### src/swte_pkg.sv
package swte_pkg;

    // Beat layout on the streams.
    localparam int S_TDATA_W = 32;
    localparam int S_TUSER_W = 3;
    localparam int M_TDATA_W = 48;
    localparam int M_TUSER_W = 1;
    localparam int WORD_W    = 16;
    localparam int INDEX_W   = 16;
    localparam int CNT_OUT_W = 11;
    localparam int CFG_W     = 11;
    localparam logic [CFG_W-1:0] CFG_RESET = 11'd1024;

    typedef enum logic [2:0] {
        OP_CLEAR   = 3'd0,
        OP_WRITE   = 3'd1,
        OP_READ    = 3'd2,
        OP_FIND    = 3'd3,
        OP_NEXT    = 3'd4,
        OP_DEL_VAL = 3'd5,
        OP_DEL_IDX = 3'd6
    } op_t;

    typedef enum logic [3:0] {
        ST_INIT,
        ST_IDLE,
        ST_DECODE,
        ST_CLEAR,
        ST_RD_WAIT,
        ST_S_READ,
        ST_S_CMP,
        ST_S_END,
        ST_SH_READ,
        ST_SH_WRITE,
        ST_RESP
    } state_t;

    typedef enum logic [2:0] {
        RD_MID,
        RD_IDX,
        RD_MPREV,
        RD_HIGH,
        RD_SHIFT
    } rd_sel_t;

    typedef enum logic [1:0] {
        WR_SWEEP,
        WR_IDX,
        WR_SHIFT,
        WR_TOP
    } wr_sel_t;

    typedef struct packed {
        logic    capture;
        logic    load_count;
        logic    search_init;
        logic    search_cmp;
        logic    shift_init_idx;
        logic    shift_init_mid;
        logic    rd_en;
        rd_sel_t rd_sel;
        logic    wr_en;
        wr_sel_t wr_sel;
        logic    res_ok;
        logic    res_rv;
        logic    res_ri;
        logic    out_load;
    } cmd_t;

    typedef struct packed {
        op_t  op;
        logic in_range;
        logic count_zero;
        logic found;
        logic search_go;
        logic m_zero;
        logic h_neg;
        logic shift_done;
        logic sweep_last;
        logic out_free;
    } status_t;

endpackage

### src/swte_ctrl.sv
module swte_ctrl (
    input  logic              aclk,
    input  logic              aresetn,
    input  logic              s_tvalid,
    output logic              s_tready,
    input  swte_pkg::status_t status,
    output swte_pkg::cmd_t    cmd
);

    swte_pkg::state_t state_reg, state_next;

    always_ff @(posedge aclk) begin
        if (!aresetn) begin
            state_reg <= swte_pkg::ST_INIT;
        end else begin
            state_reg <= state_next;
        end
    end

    always_comb begin
        state_next = state_reg;
        unique case (state_reg)
            swte_pkg::ST_INIT: begin
                if (status.sweep_last) state_next = swte_pkg::ST_IDLE;
            end
            swte_pkg::ST_IDLE: begin
                if (s_tvalid) state_next = swte_pkg::ST_DECODE;
            end
            swte_pkg::ST_DECODE: begin
                unique case (status.op)
                    swte_pkg::OP_CLEAR: state_next = swte_pkg::ST_CLEAR;
                    swte_pkg::OP_READ: begin
                        state_next = status.in_range ? swte_pkg::ST_RD_WAIT : swte_pkg::ST_RESP;
                    end
                    swte_pkg::OP_FIND, swte_pkg::OP_NEXT, swte_pkg::OP_DEL_VAL: begin
                        state_next = status.count_zero ? swte_pkg::ST_RESP : swte_pkg::ST_S_READ;
                    end
                    swte_pkg::OP_DEL_IDX: begin
                        state_next = status.in_range ? swte_pkg::ST_SH_READ : swte_pkg::ST_RESP;
                    end
                    default: state_next = swte_pkg::ST_RESP;
                endcase
            end
            swte_pkg::ST_CLEAR: begin
                if (status.sweep_last) state_next = swte_pkg::ST_RESP;
            end
            swte_pkg::ST_RD_WAIT: state_next = swte_pkg::ST_RESP;
            swte_pkg::ST_S_READ: begin
                state_next = status.search_go ? swte_pkg::ST_S_CMP : swte_pkg::ST_S_END;
            end
            swte_pkg::ST_S_CMP: state_next = swte_pkg::ST_S_READ;
            swte_pkg::ST_S_END: begin
                state_next = swte_pkg::ST_RESP;
                priority if (status.op == swte_pkg::OP_NEXT) begin
                    if (status.found ? !status.m_zero : !status.h_neg) begin
                        state_next = swte_pkg::ST_RD_WAIT;
                    end
                end else if (status.op == swte_pkg::OP_DEL_VAL && status.found) begin
                    state_next = swte_pkg::ST_SH_READ;
                end else begin
                    state_next = swte_pkg::ST_RESP;
                end
            end
            swte_pkg::ST_SH_READ: begin
                state_next = status.shift_done ? swte_pkg::ST_RESP : swte_pkg::ST_SH_WRITE;
            end
            swte_pkg::ST_SH_WRITE: state_next = swte_pkg::ST_SH_READ;
            swte_pkg::ST_RESP: begin
                if (status.out_free) state_next = swte_pkg::ST_IDLE;
            end
            default: state_next = swte_pkg::ST_INIT;
        endcase
    end

    always_comb begin
        cmd        = '0;
        cmd.rd_sel = swte_pkg::RD_MID;
        cmd.wr_sel = swte_pkg::WR_SWEEP;
        s_tready   = 1'b0;
        unique case (state_reg)
            swte_pkg::ST_INIT, swte_pkg::ST_CLEAR: begin
                cmd.wr_en  = 1'b1;
                cmd.wr_sel = swte_pkg::WR_SWEEP;
            end
            swte_pkg::ST_IDLE: begin
                s_tready    = 1'b1;
                cmd.capture = s_tvalid;
            end
            swte_pkg::ST_DECODE: begin
                unique case (status.op)
                    swte_pkg::OP_CLEAR: begin
                        cmd.load_count = 1'b1;
                        cmd.res_ok     = 1'b1;
                    end
                    swte_pkg::OP_WRITE: begin
                        if (status.in_range) begin
                            cmd.wr_en  = 1'b1;
                            cmd.wr_sel = swte_pkg::WR_IDX;
                            cmd.res_ok = 1'b1;
                        end
                    end
                    swte_pkg::OP_READ: begin
                        if (status.in_range) begin
                            cmd.rd_en  = 1'b1;
                            cmd.rd_sel = swte_pkg::RD_IDX;
                        end
                    end
                    swte_pkg::OP_FIND, swte_pkg::OP_NEXT, swte_pkg::OP_DEL_VAL: begin
                        cmd.search_init = !status.count_zero;
                    end
                    swte_pkg::OP_DEL_IDX: begin
                        cmd.shift_init_idx = status.in_range;
                    end
                    default: begin
                    end
                endcase
            end
            swte_pkg::ST_RD_WAIT: begin
                cmd.res_ok = 1'b1;
                cmd.res_rv = 1'b1;
            end
            swte_pkg::ST_S_READ: begin
                if (status.search_go) begin
                    cmd.rd_en  = 1'b1;
                    cmd.rd_sel = swte_pkg::RD_MID;
                end
            end
            swte_pkg::ST_S_CMP: cmd.search_cmp = 1'b1;
            swte_pkg::ST_S_END: begin
                priority if (status.op == swte_pkg::OP_FIND) begin
                    cmd.res_ok = status.found;
                    cmd.res_ri = status.found;
                end else if (status.op == swte_pkg::OP_NEXT) begin
                    if (status.found) begin
                        cmd.rd_en  = !status.m_zero;
                        cmd.rd_sel = swte_pkg::RD_MPREV;
                    end else begin
                        cmd.rd_en  = !status.h_neg;
                        cmd.rd_sel = swte_pkg::RD_HIGH;
                    end
                end else begin
                    cmd.shift_init_mid = status.found;
                end
            end
            swte_pkg::ST_SH_READ: begin
                if (status.shift_done) begin
                    cmd.wr_en  = 1'b1;
                    cmd.wr_sel = swte_pkg::WR_TOP;
                    cmd.res_ok = 1'b1;
                end else begin
                    cmd.rd_en  = 1'b1;
                    cmd.rd_sel = swte_pkg::RD_SHIFT;
                end
            end
            swte_pkg::ST_SH_WRITE: begin
                cmd.wr_en  = 1'b1;
                cmd.wr_sel = swte_pkg::WR_SHIFT;
            end
            swte_pkg::ST_RESP: cmd.out_load = status.out_free;
            default: begin
            end
        endcase
    end

    // A result must never overwrite a beat that is still waiting downstream.
    assert property (@(posedge aclk) disable iff (!aresetn) cmd.out_load |-> status.out_free)
        else $error("result loaded while output register busy");

endmodule

### config.mk
export PLATFORM = sky130hd
export DESIGN_NAME = swte_ctrl
export DESIGN_NICKNAME = d
export VERILOG_FILES = /design/src/swte_pkg.sv /design/src/swte_ctrl.sv
export SDC_FILE = /design/constraint.sdc
export NUM_CORES = 1
export LEC_CHECK = 0
export ABC_AREA = 1
export BUFFER_PORTS_ARGS = -buffer_cell sky130_fd_sc_hd__buf_2
export CAP_MARGIN = 15
export CELL_PAD_IN_SITES_DETAIL_PLACEMENT = 1
export CELL_PAD_IN_SITES_GLOBAL_PLACEMENT = 1
export CORE_AREA = 2 2 52 54
export CTS_BUF_LIST = sky130_fd_sc_hd__clkbuf_8
export DETAILED_ROUTE_END_ITERATION = 12
export DIE_AREA = 0 0 54 56
export PLACE_DENSITY = 0.78
export SYNTH_ARGS = -nofsm -noshare
export SYNTH_HDL_FRONTEND = slang
export SYNTH_SLANG_ARGS = --single-unit
### constraint.sdc
create_clock -name aclk -period 1.4 [get_ports aclk]
set_input_delay 0 -clock aclk [delete_from_list [all_inputs] [get_ports aclk]]
set_output_delay 0 -clock aclk [all_outputs]
set_load 0.05 [all_outputs]
Word-level counts from Yosys, hierarchy flattened
Index checks and enable logic that the tools add are counted.
Widths: inputs -> output; s select.
{"block": "classes", "muxes": 43, "eq_ne": 20, "n_reduce_logical": 9}
{"cell": "$mux 4", "count": 16}
{"cell": "$pmux 4 s11", "count": 1}
{"cell": "$pmux 4 s4", "count": 2}
{"cell": "$eq 4x3->1 const B", "count": 4}
{"cell": "$mux 1", "count": 15}
{"cell": "$eq 4x4->1 const B", "count": 3}
{"cell": "$pmux 3 s4", "count": 1}
{"cell": "$eq 3x3->1 const B", "count": 3}
{"cell": "$eq 4x2->1 const B", "count": 2}
{"cell": "$mux 2", "count": 4}
{"cell": "$ne 2x2->1 const B", "count": 4}
{"cell": "$eq 3x2->1 const B", "count": 2}
{"cell": "$mux 5", "count": 1}
{"cell": "$eq 4x1->1 const B", "count": 1}
{"cell": "$logic_not 4->1", "count": 1}
{"cell": "$pmux 1 s4", "count": 1}
{"cell": "$reduce_and 4->1", "count": 1}
{"cell": "$eq 3x1->1 const B", "count": 1}
{"cell": "$logic_not 1->1", "count": 3}
{"cell": "$logic_not 3->1", "count": 1}
{"cell": "$mux 3", "count": 1}
{"cell": "$reduce_or 3->1", "count": 1}
{"cell": "$pmux 1 s2", "count": 1}
{"cell": "$reduce_or 2->1", "count": 1}
{"cell": "$logic_and 1x1->1", "count": 1}
{"block": "word_totals", "regBits": 4, "elab_cells": 73}

Longest topological paths before layout
Gate-level depths: netlist (run 1).
{"block": "logic_depth", "word_depth": 5, "mapped_depth": 10, "depth_no_buf": 10}

Worst setup path after synthesis (run 1)
No wires, ideal clock.
{"block": "synth_path", "kind": "flip-flop to output port", "startpoint": "register state_reg[0]", "endpoint": "output cmd[6] (netlist bit)", "t_required_ns": 1.400, "path_stages_with_launch": 6, "setup_slack_ns": -0.910, "t_arrival_ns": 2.310, "cell_sequence": "dfxtp_1 > inv_1 > nor2_2 > inv_1 > o21ai_0 > nand3b_1"}
{"element": "start, declared", "line": "swte_ctrl.sv:10", "rtl": "swte_pkg::state_t state_reg, state_next;"}
{"element": "start signal, assigned", "line": "swte_ctrl.sv:14", "rtl": "state_reg <= swte_pkg::ST_INIT;"}
{"element": "start signal, assigned", "line": "swte_ctrl.sv:16", "rtl": "state_reg <= state_next;"}
{"element": "end, declared", "line": "swte_ctrl.sv:7", "rtl": "output swte_pkg::cmd_t cmd"}

==> results, run 1 <==
- The portion of synthesized cell area occupied by the leading cell type is between 20% and 30%.
- The worst setup path category is flop to output pin.
- The number of global-route vias before repair is just under 900.
- The initial antenna violation count is 0.
- The final clock period utilization by the worst path is 100%.
- The number of distinct library cells after synthesis is 21.
- When the netlist entered floorplanning its net count stood at roughly 150.
- The die covers around 3000 um^2.
- TritonCTS built the clock tree.
- After detailed routing, the number of vias per cell comes to around 4.6.
- The register with the most flip-flops in the layout has 4 of them.
- The final standard cell utilization of the core is 44.2%.
- The leakage power summed over all cells is roughly 0.00061 uW.
- The worst setup path is captured at an output pin.
- The tree is rooted in a sky130_fd_sc_hd__clkbuf_8.
- In this run the tightest slew margin relative to its limit is between 80% and 90%.
- The compound-gate portion of the synthesized area is 10.9%.
- The final hold violation count was 0.
- The gate count after technology mapping is ~130.
- The remaining routing DRC violations is 0.
- The worst endpoint required time is ~1.4 ns.
- The leading register cell type out of synthesis is sky130_fd_sc_hd__dfxtp_1.
- Counting flops and latches in the post-synthesis netlist gives 4.
- After detailed routing, the total wire length is 2.33 mm.
- The adder-cell area share of the yosys netlist is 0%.
- The flow ran to the end, but the final reports show violations.
- The synthesized netlist devotes 0% of its cell area to XOR and XNOR gates.
- The total number of H-tree levels is 1.
- The count of port buffers added during placement is 32.
- The remaining antenna violation count after routing is 0.
- The number of iterations in the first detailed-routing pass is 3.
- The worst setup slack after layout is -0.00243 ns.
- In this run the mean area of a mapped cell was between 4 and 5 um^2.
- The clock latency on the worst-skew pair is between 0.2 and 0.25 ns.
- The final count of pins violating max slew is 0.
- The cell total after placement is between 150 and 200.
- The synthesized netlist devotes 60.0% of its cell area to simple gates.
- The first-pass GRT wire length is between 3 and 4 mm.
- For this run, the register share of the synthesized area comes to 12.3%.
- The maximum count of clock buffers along a single path is 2.
- At the end of routability-driven placement, the weighted congestion stood at ~0.78.
- The cell with the most instances after synthesis is sky130_fd_sc_hd__nand2_1.
- The maximum clock frequency is around 710 MHz.
- After synthesis, the largest family of logic cells by area is simple AND/OR/NAND/NOR gates.
- Dividing the detail-routed wire length by the instance count gives between 10 and 15 um.
- The count of antenna diodes in the layout is 0.
- After synthesis, the most frequently instantiated cells are sky130_fd_sc_hd__nand2_1, sky130_fd_sc_hd__inv_1, sky130_fd_sc_hd__nor2_1.
- The number of top-level design ports is 33.
- The clock period minus final worst setup slack is 1.40 ns.
- The total overflow left after global routing is 0.
- Row generation in the floorplan step produced 18 rows.
- For this design, the sink count on the clock tree is 4.
- Setup repair after global routing could not meet its margin everywhere.
- The clock slew at the register clock pins of the worst setup and hold paths is about 0.03 ns.
- Summed over all instances, the cell type with the most area after synthesis is sky130_fd_sc_hd__nand2_1.
- In the synthesized netlist the async set-or-reset flop fraction comes to 0%.
- The design draws 1550 uW.
- Timing analysis after detailed placement gives a worst setup slack of -0.0338 ns.
- The core region is 2430 um^2.
- The height of the chip is between 50 and 60 um.
- The clock buffer count from CTS is 3.
- Of the post-synthesis cell area, the part taken by muxes is 0%.
- The final instance count without filler cells is 199.
- The sum of net half-perimeters after detailed placement is ~1.9 mm.
- Data arrives at the worst endpoint at 1.40 ns.
- For the pin with the worst max-slew slack, the measured transition is about 0.25 ns.
- The number of violations of the max-capacitance limit is 0.
- In this run, synthesis inferred 0 flip-flops with an integrated enable.
- The die is around 54 um wide.
- The via count is slightly above 900.
- The synthesized cell area is 653 um^2.
- Once the floorplan was initialized, standard cells occupied a little over a quarter of the core.
- The number of setup violations in the final report is 1.
- The pin count of the biggest net entering global routing is 9.
- The power density over the cells is around 1400 nW/um^2.
- The count of synthesis-stage warnings from yosys is 0.
- The final net count is 186.
- The worst-path maximum fanout is 6.
- The fraction of layout instances using a drive strength above 1 is between 40% and 50%.
- The maximum resistive drop on vdd is approximately 0.97 mV.
- The kind of start point of the critical path is a flop.
- Global routing used between 15 and 20% of the available tracks across all layers.
- Buffers inserted to repair hold after CTS numbered 0.
- The post-route clock skew is about 0.00034 ns.
- The worst min-delay path class is primary input to flop.
- After the first detailed-routing iteration, the DRC count stood at 5.
- Sorting the synthesized cells by area gives the leading types as sky130_fd_sc_hd__nand2_1, sky130_fd_sc_hd__dfxtp_1, sky130_fd_sc_hd__inv_1.
- The checks that failed: setup timing.
- The area added between synthesis and finish is 64.6%.
## per-layer routing
| layer | wire [um] | up-vias | part of all wire, % | track usage [%] |
|---|---|---|---|---|
| met5 | 0 | - | 0 | 0 |
| met4 | 15 | 0 | 0.64 | 4.29 |
| met3 | 69 | 2 | 3.0 | 1.61 |
| met2 | 1210 | 18 | 52 | 29.6 |
| met1 | 1030 | 416 | 44 | 20.2 |
| li1 | - | 481 | - | - |
## placed cells by master (no fill, tap or decap), drive strengths merged
cell,synthesis,final
clkbuf,0,8
buf,1,30
o211ai,1,1
nand2,39,39
dfxtp,4,4
nand4,1,1
nor4,1,1
nand3,13,13
nor2,26,26
nand3b,2,2
inv,26,26
clkinv,2,2
o21ai,6,6
a21oi,6,6
nor3,4,4
## per-stage QoR
stage | hold slack (ns) | instance area [um^2] | TNS, ns
2_1_floorplan | 0.0566 | 723 | -0.227
3_3_place_gp | 0.281 | 931 | -0.0132
3_5_place_dp | 0.281 | 931 | -0.0338
4_1_cts | 0.0561 | 1040 | -0.0108
5_1_grt | 0.103 | 1070 | -0.359
6_report | 0.0590 | 1070 | -0.00243
## logic make-up after synthesis
logic type	after synthesis
AOI/OAI and AO/OA	13
buffers and inverters	29
DFF	4
and+or+nand+nor	86
## cell type report
| cell class | count | area, um^2 |
|---|---|---|
| fillers | 344 | 1360 |
| well taps | 30 | 37.5 |
| inverters | 28 | 108 |
| multi-input cells | 99 | 571 |
| flip-flops and latches | 4 | 87.6 |
| repair buffers | 35 | 230 |
| clock buffers | 3 | 41.3 |
## worst paths after layout
check / slack (ns) / startpoint / end / depth (start not counted)
min: 0.06 / aresetn / state_reg[2] / 3
max reg2reg: 0.06 / state_reg[1] / state_reg[0] / 9
min reg2reg: 0.53 / state_reg[0] / state_reg[0] / 2
max: -0.002 / state_reg[1] / cmd[10] / 5
## report_power, final
part | switching, uW | internal [uW] | total [uW]
clock network | 59.7 | 183 | 243
registers | 75.1 | 160 | 235
logic | 731 | 343 | 1070
total | 866 | 686 | 1550
## worst max-delay path, cell delays in order, from the launching register on
cell and delay (ns):
sky130_fd_sc_hd__dfxtp_4 0.37, sky130_fd_sc_hd__nor2_2 0.23, sky130_fd_sc_hd__nand2_1 0.13, sky130_fd_sc_hd__nor2_4 0.14, sky130_fd_sc_hd__nand3b_1 0.12, sky130_fd_sc_hd__buf_4 0.20
## what timing repair did
action	in CTS	in global routing
gates resized for setup	18	12
endpoints found under the hold margin	0	0
pin swaps	2	2
setup endpoints to repair	10	15
setup buffers	1	0
(Power assumes the default switching activity.)
==> run 2, diff against run 1 <==
--- a/config.mk
+++ b/config.mk
@@ -10,11 +10,11 @@
 export CAP_MARGIN = 15
 export CELL_PAD_IN_SITES_DETAIL_PLACEMENT = 1
 export CELL_PAD_IN_SITES_GLOBAL_PLACEMENT = 1
-export CORE_AREA = 2 2 52 54
+export CORE_AREA = 2 2 50 52
 export CTS_BUF_LIST = sky130_fd_sc_hd__clkbuf_8
 export DETAILED_ROUTE_END_ITERATION = 12
-export DIE_AREA = 0 0 54 56
-export PLACE_DENSITY = 0.78
+export DIE_AREA = 0 0 52 54
+export PLACE_DENSITY = 0.83
 export SYNTH_ARGS = -nofsm -noshare
 export SYNTH_HDL_FRONTEND = slang
 export SYNTH_SLANG_ARGS = --single-unit
==> constraint.sdc (replaced) <==
create_clock -name aclk -period 1.7 [get_ports aclk]
set_input_delay 0 -clock aclk [delete_from_list [all_inputs] [get_ports aclk]]
set_output_delay 0 -clock aclk [all_outputs]
set_load 0.05 [all_outputs]
==> run 2 against run 1 <==
Net effect:
- the run now ends clean
- final area fell by 14%
- wire length fell by 3.9%
- first-iteration DRC count rose by 40%
- sequential cell count did not move
- highest routed layer unchanged
- sequential share of layout area rose by 0.60 points
- clock-buffer cell count did not move
- non-clock buffer count fell by 3
==> results, run 2 (synthesis gave the netlist of run 1 again) <==
- The flow ran to the end, and the final reports show no timing, DRC or antenna violations.
- The aggregate global routing overflow is 0.
- After clock tree synthesis, the setup repair step added 0 buffers.
- The clock period minus final worst setup slack is around 1.6 ns.
- The TritonCTS clock tree is yes.
- The start point of the critical path is state_reg[2].
- The global placement routability congestion is roughly 0.82.
- The count of antenna diodes in the layout is 0.
- The clock buffer count from CTS is 3.
- The final count of pins violating max slew is 0.
- The clock net sink count is 4.
- Prior to clock tree synthesis, the placed netlist has a worst setup slack of between 0.15 and 0.2 ns.
- For this block, the initial DRC count from the detailed router was 7.
- Data on the critical path arrives at its endpoint at about 1.6 ns.
- The die is 54 um tall.
- Setup repair after global routing left no endpoint under its margin.
- After clock tree synthesis, the clock-pin slew on the worst setup and hold paths is about 0.03 ns.
- The via count is 937.
- The number of flip-flops in the largest register is 4.
- Of all nets on the critical path, the largest fanout is 5.
- Once detailed placement completed, the half-perimeter wirelength came to just under 2 mm.
- The first global-routing pass estimated around 3.6 mm of wire.
- The post-route netlist has between 30 and 40% of its cells at a drive strength greater than 1.
- The final net count is 183.
- The number of iterations in the first detailed-routing pass is 4.
- The number of violations of the max-capacitance limit is 0.
- The transition at the pin with the smallest max-transition slack is 0.318 ns.
- For this run, design rule violations remaining after detail routing come to 0.
- STA puts the critical path data required time at 1.70 ns.
- The worst setup path is captured at an output pin.
- The kind of start point of the critical path is a flop.
- In the post-route analysis, the smallest setup slack over all paths is approximately 0.14 ns.
- The startpoint identified for the worst register-to-register timing path is state_reg[0].
- The clock passes through at most 2 buffers.
- The worst-case IR drop observed on VDD is 0.617 mV.
- The clock root buffer is sky130_fd_sc_hd__clkbuf_8.
- Once detail routing completed, the nets flagged for antenna violations numbered 0.
- Setup violations remaining at the end of the flow were counted as 0.
- The final hold violation count is 0.
- Dividing total power by cell area gives a power density of between 1000 and 1500 nW/um^2.
- The width of the chip is between 50 and 60 um.
- Pin placement for this block handled 33 I/O pins.
- The mean number of vias per cell is between 4 and 5.
- In the layout the commonest cells are sky130_fd_sc_hd__nand2_1, sky130_fd_sc_hd__buf_2, sky130_fd_sc_hd__inv_1, sky130_fd_sc_hd__nor2_1, sky130_fd_sc_hd__nand3_1.
- In this run the core area contains 18 standard-cell rows.
- In this run the tightest slew margin relative to its limit is between 70% and 80%.
- The worst min-delay path class is primary input to flop.
- The routed wire length is ~2.2 mm.
- The count of port buffers added during placement is 32.
- The maximum clock frequency is about 640 MHz.
- The setup TNS is 0 ns.
- Dividing the detail-routed wire length by the instance count gives between 10 and 15 um.
- The leakage power summed over all cells is roughly 0.00056 uW.
- CTS built an H-tree with a depth of 1.
- The area enclosed by the die boundary is between 2000 and 3000 um^2.
- The number of global-route vias before repair is roughly 890.
- The most common cell after layout, fill and taps aside is sky130_fd_sc_hd__nand2_1.
- The area added between synthesis and finish is 42.3%.
- The floorplan step defined a core boundary enclosing between 2000 and 2500 um^2.
- The worst setup path category is flop to output pin.
- The initial antenna violation count is 0.
- The post-route clock skew is 0.00111 ns.
- The worst hold path begins at aresetn.
- The clock latency on the worst-skew pair is 0.22 ns.
- The final clock period utilization by the worst path is a little over 90%.
- Entering global routing, the biggest net connects 9 pins.
- The starting density of the core is roughly 28%.
- For this run, the total global-route usage over all layers was measured as between 10% and 20%.
==> run 2: cell types whose count changed in the layout (fill, tap and decap cells not counted), sizes merged <==
cell    before  now
clkbuf       8    4
buf         30   31
==> run 2: report_power, final <==
part / switching, uW / leakage [uW] / internal [uW]
logic: 562 / 0.000510 / 208
clock network: 53.6 / 0.0000216 / 151
registers: 46.6 / 0.0000331 / 124
==> run 2: final cells by class <==
cell class	instances	area (um^2)
Timing Repair Buffer	32	165
Sequential cell	4	81.3
Inverter	28	105
Tap cell	30	37.5
Multi-Input combinational cell	99	499
Fill cell	344	1390
Clock buffer	3	41.3
==> run 2: worst paths after layout <==
path                  end  cells past startpoint  slack [ns]
max                cmd[7]                      7        0.14
max reg2reg  state_reg[1]                      9        0.29
min reg2reg  state_reg[1]                      2        0.53
min          state_reg[0]                      3        0.07
==> run 2: what timing repair did <==
item / in CTS / in global routing
setup endpoints to repair: 1 / 4
hold buffers: 0 / 0
resized for setup: 2 / 4
hold endpoints to repair: 0 / 0
==> run 2: through the flow <==
stage	area, um^2	utilization (%)	total power (uW)	cells	hold slack (ns)
CTS	915	39.4	1140	196	0.0748
finish	930	40.1	1150	196	0.0685
global route	930	40.1	1250	196	0.136
global placement	870	37.5	907	193	0.286
floorplan	677	-	747	132	0.102
detailed placement	870	37.5	922	193	0.287
==> run 2: critical path: stages, from the launching register on <==
cell and delay, ns:
sky130_fd_sc_hd__dfxtp_1 0.41, sky130_fd_sc_hd__inv_1 0.10, sky130_fd_sc_hd__nor2_2 0.17, sky130_fd_sc_hd__nand2_2 0.14
sky130_fd_sc_hd__nor2_2 0.12, sky130_fd_sc_hd__nand2_1 0.07, sky130_fd_sc_hd__o21ai_2 0.06, sky130_fd_sc_hd__buf_2 0.27
==> run 2: metal layers <==
metal	up-vias	part of all wire, %	GRT usage (%)
li1	480	-	-
met1	433	43	21.0
met2	20	51	30.0
met3	4	4.2	2.22
met4	0	1.3	5.70
met5	-	0	0
==> run 3, diff against run 2 <==
--- a/config.mk
+++ b/config.mk
@@ -15,6 +15,7 @@
 export DETAILED_ROUTE_END_ITERATION = 12
 export DIE_AREA = 0 0 52 54
 export PLACE_DENSITY = 0.83
+export RECOVER_POWER = 100
 export SYNTH_ARGS = -nofsm -noshare
 export SYNTH_HDL_FRONTEND = slang
 export SYNTH_SLANG_ARGS = --single-unit
==> run 3 against run 2 <==
Net effect:
- clock-buffer cell count stayed put
- clock skew hardly changed
- sequential power hardly changed
- wire length hardly changed
- die area stayed put
- clock power hardly changed
- non-clock buffer count stayed put
- power hardly changed
- worst hold slack hardly changed
- combinational power hardly changed
- critical path type unchanged
- highest routed layer unchanged
==> results, run 3 (synthesis gave the netlist of run 1 again) <==
- The worst hold slack is 0.0685 ns.
- The worst setup path category is flop to output pin.
- The maximum single-stage delay on the critical path is slightly above 0.4 ns.
- Of the total power, the clock network draws between 15 and 20%.
- Dividing total power by cell area gives a power density of around 1200 nW/um^2.
- Internal power comes to approximately 480 uW.
- The worst setup path is launched from a flop.
- Measured along the x axis, the die boundary spans roughly 52 um.
- Compared with the post-synthesis result, the final layout area differs by 42.3%.
- The first-iteration detailed-routing DRC count is 8.
- The height of the chip is 54 um.
- The global placement routability congestion is about 0.82.
- Across the routed clock network, the largest skew measured is between 0.001 and 0.0015 ns.
- The worst min-delay path class is primary input to flop.
- The remaining antenna violation count after routing is 0.
- The final standard cell utilization of the core is around 40%.
- For the worst-skew pair, the clock arrives at the later sink with an insertion delay of ~0.22 ns.
- The worst pin sits at a relative slew slack of 78.7%.
- The run finished with clean final reports.
- Prior to clock tree synthesis, the placed netlist has a worst setup slack of between 0.15 and 0.2 ns.
- Walking the worst path, the cells encountered are inv_1, nor2_2, nand2_2, nor2_2, nand2_1, o21ai_2, clkbuf_2.
- The library cells used most frequently in the layout, excluding fill and tap cells, are sky130_fd_sc_hd__nand2_1, sky130_fd_sc_hd__inv_1, sky130_fd_sc_hd__nor2_1, sky130_fd_sc_hd__clkbuf_2, sky130_fd_sc_hd__buf_2.
- The worst endpoint required time is 1.70 ns.
- Row generation in the floorplan step produced 18 rows.
- The tree is rooted in a sky130_fd_sc_hd__clkbuf_8.
- The via count is approximately 940.
- Timing would allow up to roughly 630 MHz.
- The final clock period utilization by the worst path is ~93%.
- The mean number of vias per cell is 4.79.
- The family with the most delay on the worst path is simple AND/OR/NAND/NOR gates.
- The sequential cells in the finished layout cover a total of between 80 and 90 um^2.
- The total area of multi-input combinational cells is roughly 500 um^2.
- The slowest stage of the critical path is the sky130_fd_sc_hd__dfxtp_1 cell.
- The final hold violation count is 0.
- The most repeated library cell on the critical path is sky130_fd_sc_hd__nor2_2.
- Across the run, the number of max-cap violations was 0.
- The overall global routing resource usage is roughly 17%.
- The initial antenna violation count came to 0.
- The final count of pins violating max slew is 0.
- The leakage power summed over all cells is roughly 0.00055 uW.
- In this run the count of I/O pins placed on the die edge is 33.
- Together, buffers and inverters on the worst path number 2.
- The number of flip-flops in the largest register is 4.
- The worst setup slack after layout is between 0.1 and 0.15 ns.
- The number of global-route vias before repair is between 800 and 900.
- The sum of net half-perimeters after detailed placement is slightly below 2 mm.
- The region available for standard cell placement spans 2320 um^2.
- CTS saw 4 sinks.
- After clock tree synthesis, the flow added hold-fix buffers numbering 0.
- After detailed routing, the average wire length per cell comes to 11.4 um.
- The final net count is ~180.
- Post-CTS timing repair inserted 0 buffers for setup.
- The routed wire length is approximately 2.2 mm.
- The total number of H-tree levels is 1.
- The initial utilization of the core area, before any placement, comes to approximately 28%.
- The first-pass GRT wire length is 3.61 mm.
- Clock-pin slew was measured on the worst setup and hold paths at 0.03 ns.
- The first detailed-routing pass ran for 4 iterations.
- The maximum count of clock buffers along a single path is 2.
- Buffers placed on the I/O ports in this run total 32.
- The transition at the pin with the smallest max-transition slack is around 0.32 ns.
- The worst path needs 1.58 ns of the cycle, external delays included.
- Sequential cells burn between 10% and 20% of the power.
- The number of inserted filler cells in the final layout is 344.
- The TritonCTS clock tree is yes.
- The number of setup violations in the final report is 0.
- After detailed routing, the number of remaining DRC violations is 0.
- In this run the cell area measured after placement is 870 um^2.
- The fraction of layout instances using a drive strength above 1 is 36.1%.
- For the worst setup path, the data arrival time is between 1.5 and 2 ns.
- The aggregate global routing overflow is 0.
- Summed over all nets, the switching power comes to ~660 uW.
- The library cell used most frequently in the layout, excluding fill and tap cells, is sky130_fd_sc_hd__nand2_1.
- Of the total power, combinational logic draws between 60% and 70%.
- Along the worst path, the maximum fanout reaches 5.
- The clock buffer count from CTS is 3.
- Of the total power, the share spent switching nets is 58.0%.
- The count of antenna diodes in the layout is 0.
- The maximum resistive drop on vdd is between 0.6 and 0.7 mV.
- The die covers around 2800 um^2.
- After routing the design area is between 900 and 1000 um^2.
- Entering global routing, the biggest net connects 9 pins.
- The kind of capture point of the worst setup path is an output pin.
==> run 3: cell count changes in the layout (fill, tap and decap cells not counted), sizes merged <==
| cell | delta |
|---|---|
| buf | -16 |
| clkbuf | +16 |
==> run 3: worst paths after layout <==
path / from / to / slack, ns / cells past startpoint
min reg2reg: state_reg[1] / state_reg[1] / 0.53 / 2
min: aresetn / state_reg[0] / 0.07 / 3
max reg2reg: state_reg[0] / state_reg[1] / 0.29 / 9
max: state_reg[2] / cmd[7] / 0.12 / 7
==> run 3: repair_timing <==
action / 4_1_cts / 5_1_grt
resized for setup: 2 / 4
setup endpoints to repair: 1 / 4
hold endpoints to repair: 0 / 0
==> run 3: worst min-delay path: stages <==
cell	delay [ns]
sky130_fd_sc_hd__buf_2	0.07
sky130_fd_sc_hd__inv_1	0.07
sky130_fd_sc_hd__a21oi_1	0.11
==> run 3: area by class of cell <==
class	instances	area share [%]
timing repair buffer	32	17.8
clock buffer	3	4.44
multi-input combinational	99	53.7
tap	30	4.04
sequential	4	8.75
inverter	28	11.3
==> run 3: layer usage <==
metal  wire length, um  part of all wire (%)  global-route usage, %  vias to the layer above
met4                29                   1.3                   5.70                        0
met3                91                   4.1                   2.22                        4
met2              1150                    51                   30.0                       20
li1                  -                     -                      -                      480
met1               972                    43                   21.0                      434
met5                 0                     0                      0                        -
==> run 3: power by group through the flow <==
stage | sequential [uW] | clock [uW] | combinational [uW]
after detailed placement | 167 | 0 | 756
final | 170 | 205 | 771
after global placement | 163 | 0 | 744
after floorplan | 157 | 0 | 590
after CTS | 167 | 204 | 768
after global routing | 178 | 214 | 853
==> run 3: metrics by stage <==
stage | instances | total power [uW] | setup TNS, ns
final | 196 | 1150 | 0
after global routing | 196 | 1240 | -0.00215
after CTS | 196 | 1140 | 0
after detailed placement | 193 | 922 | 0
after global placement | 193 | 907 | 0
after floorplan | 132 | 747 | 0
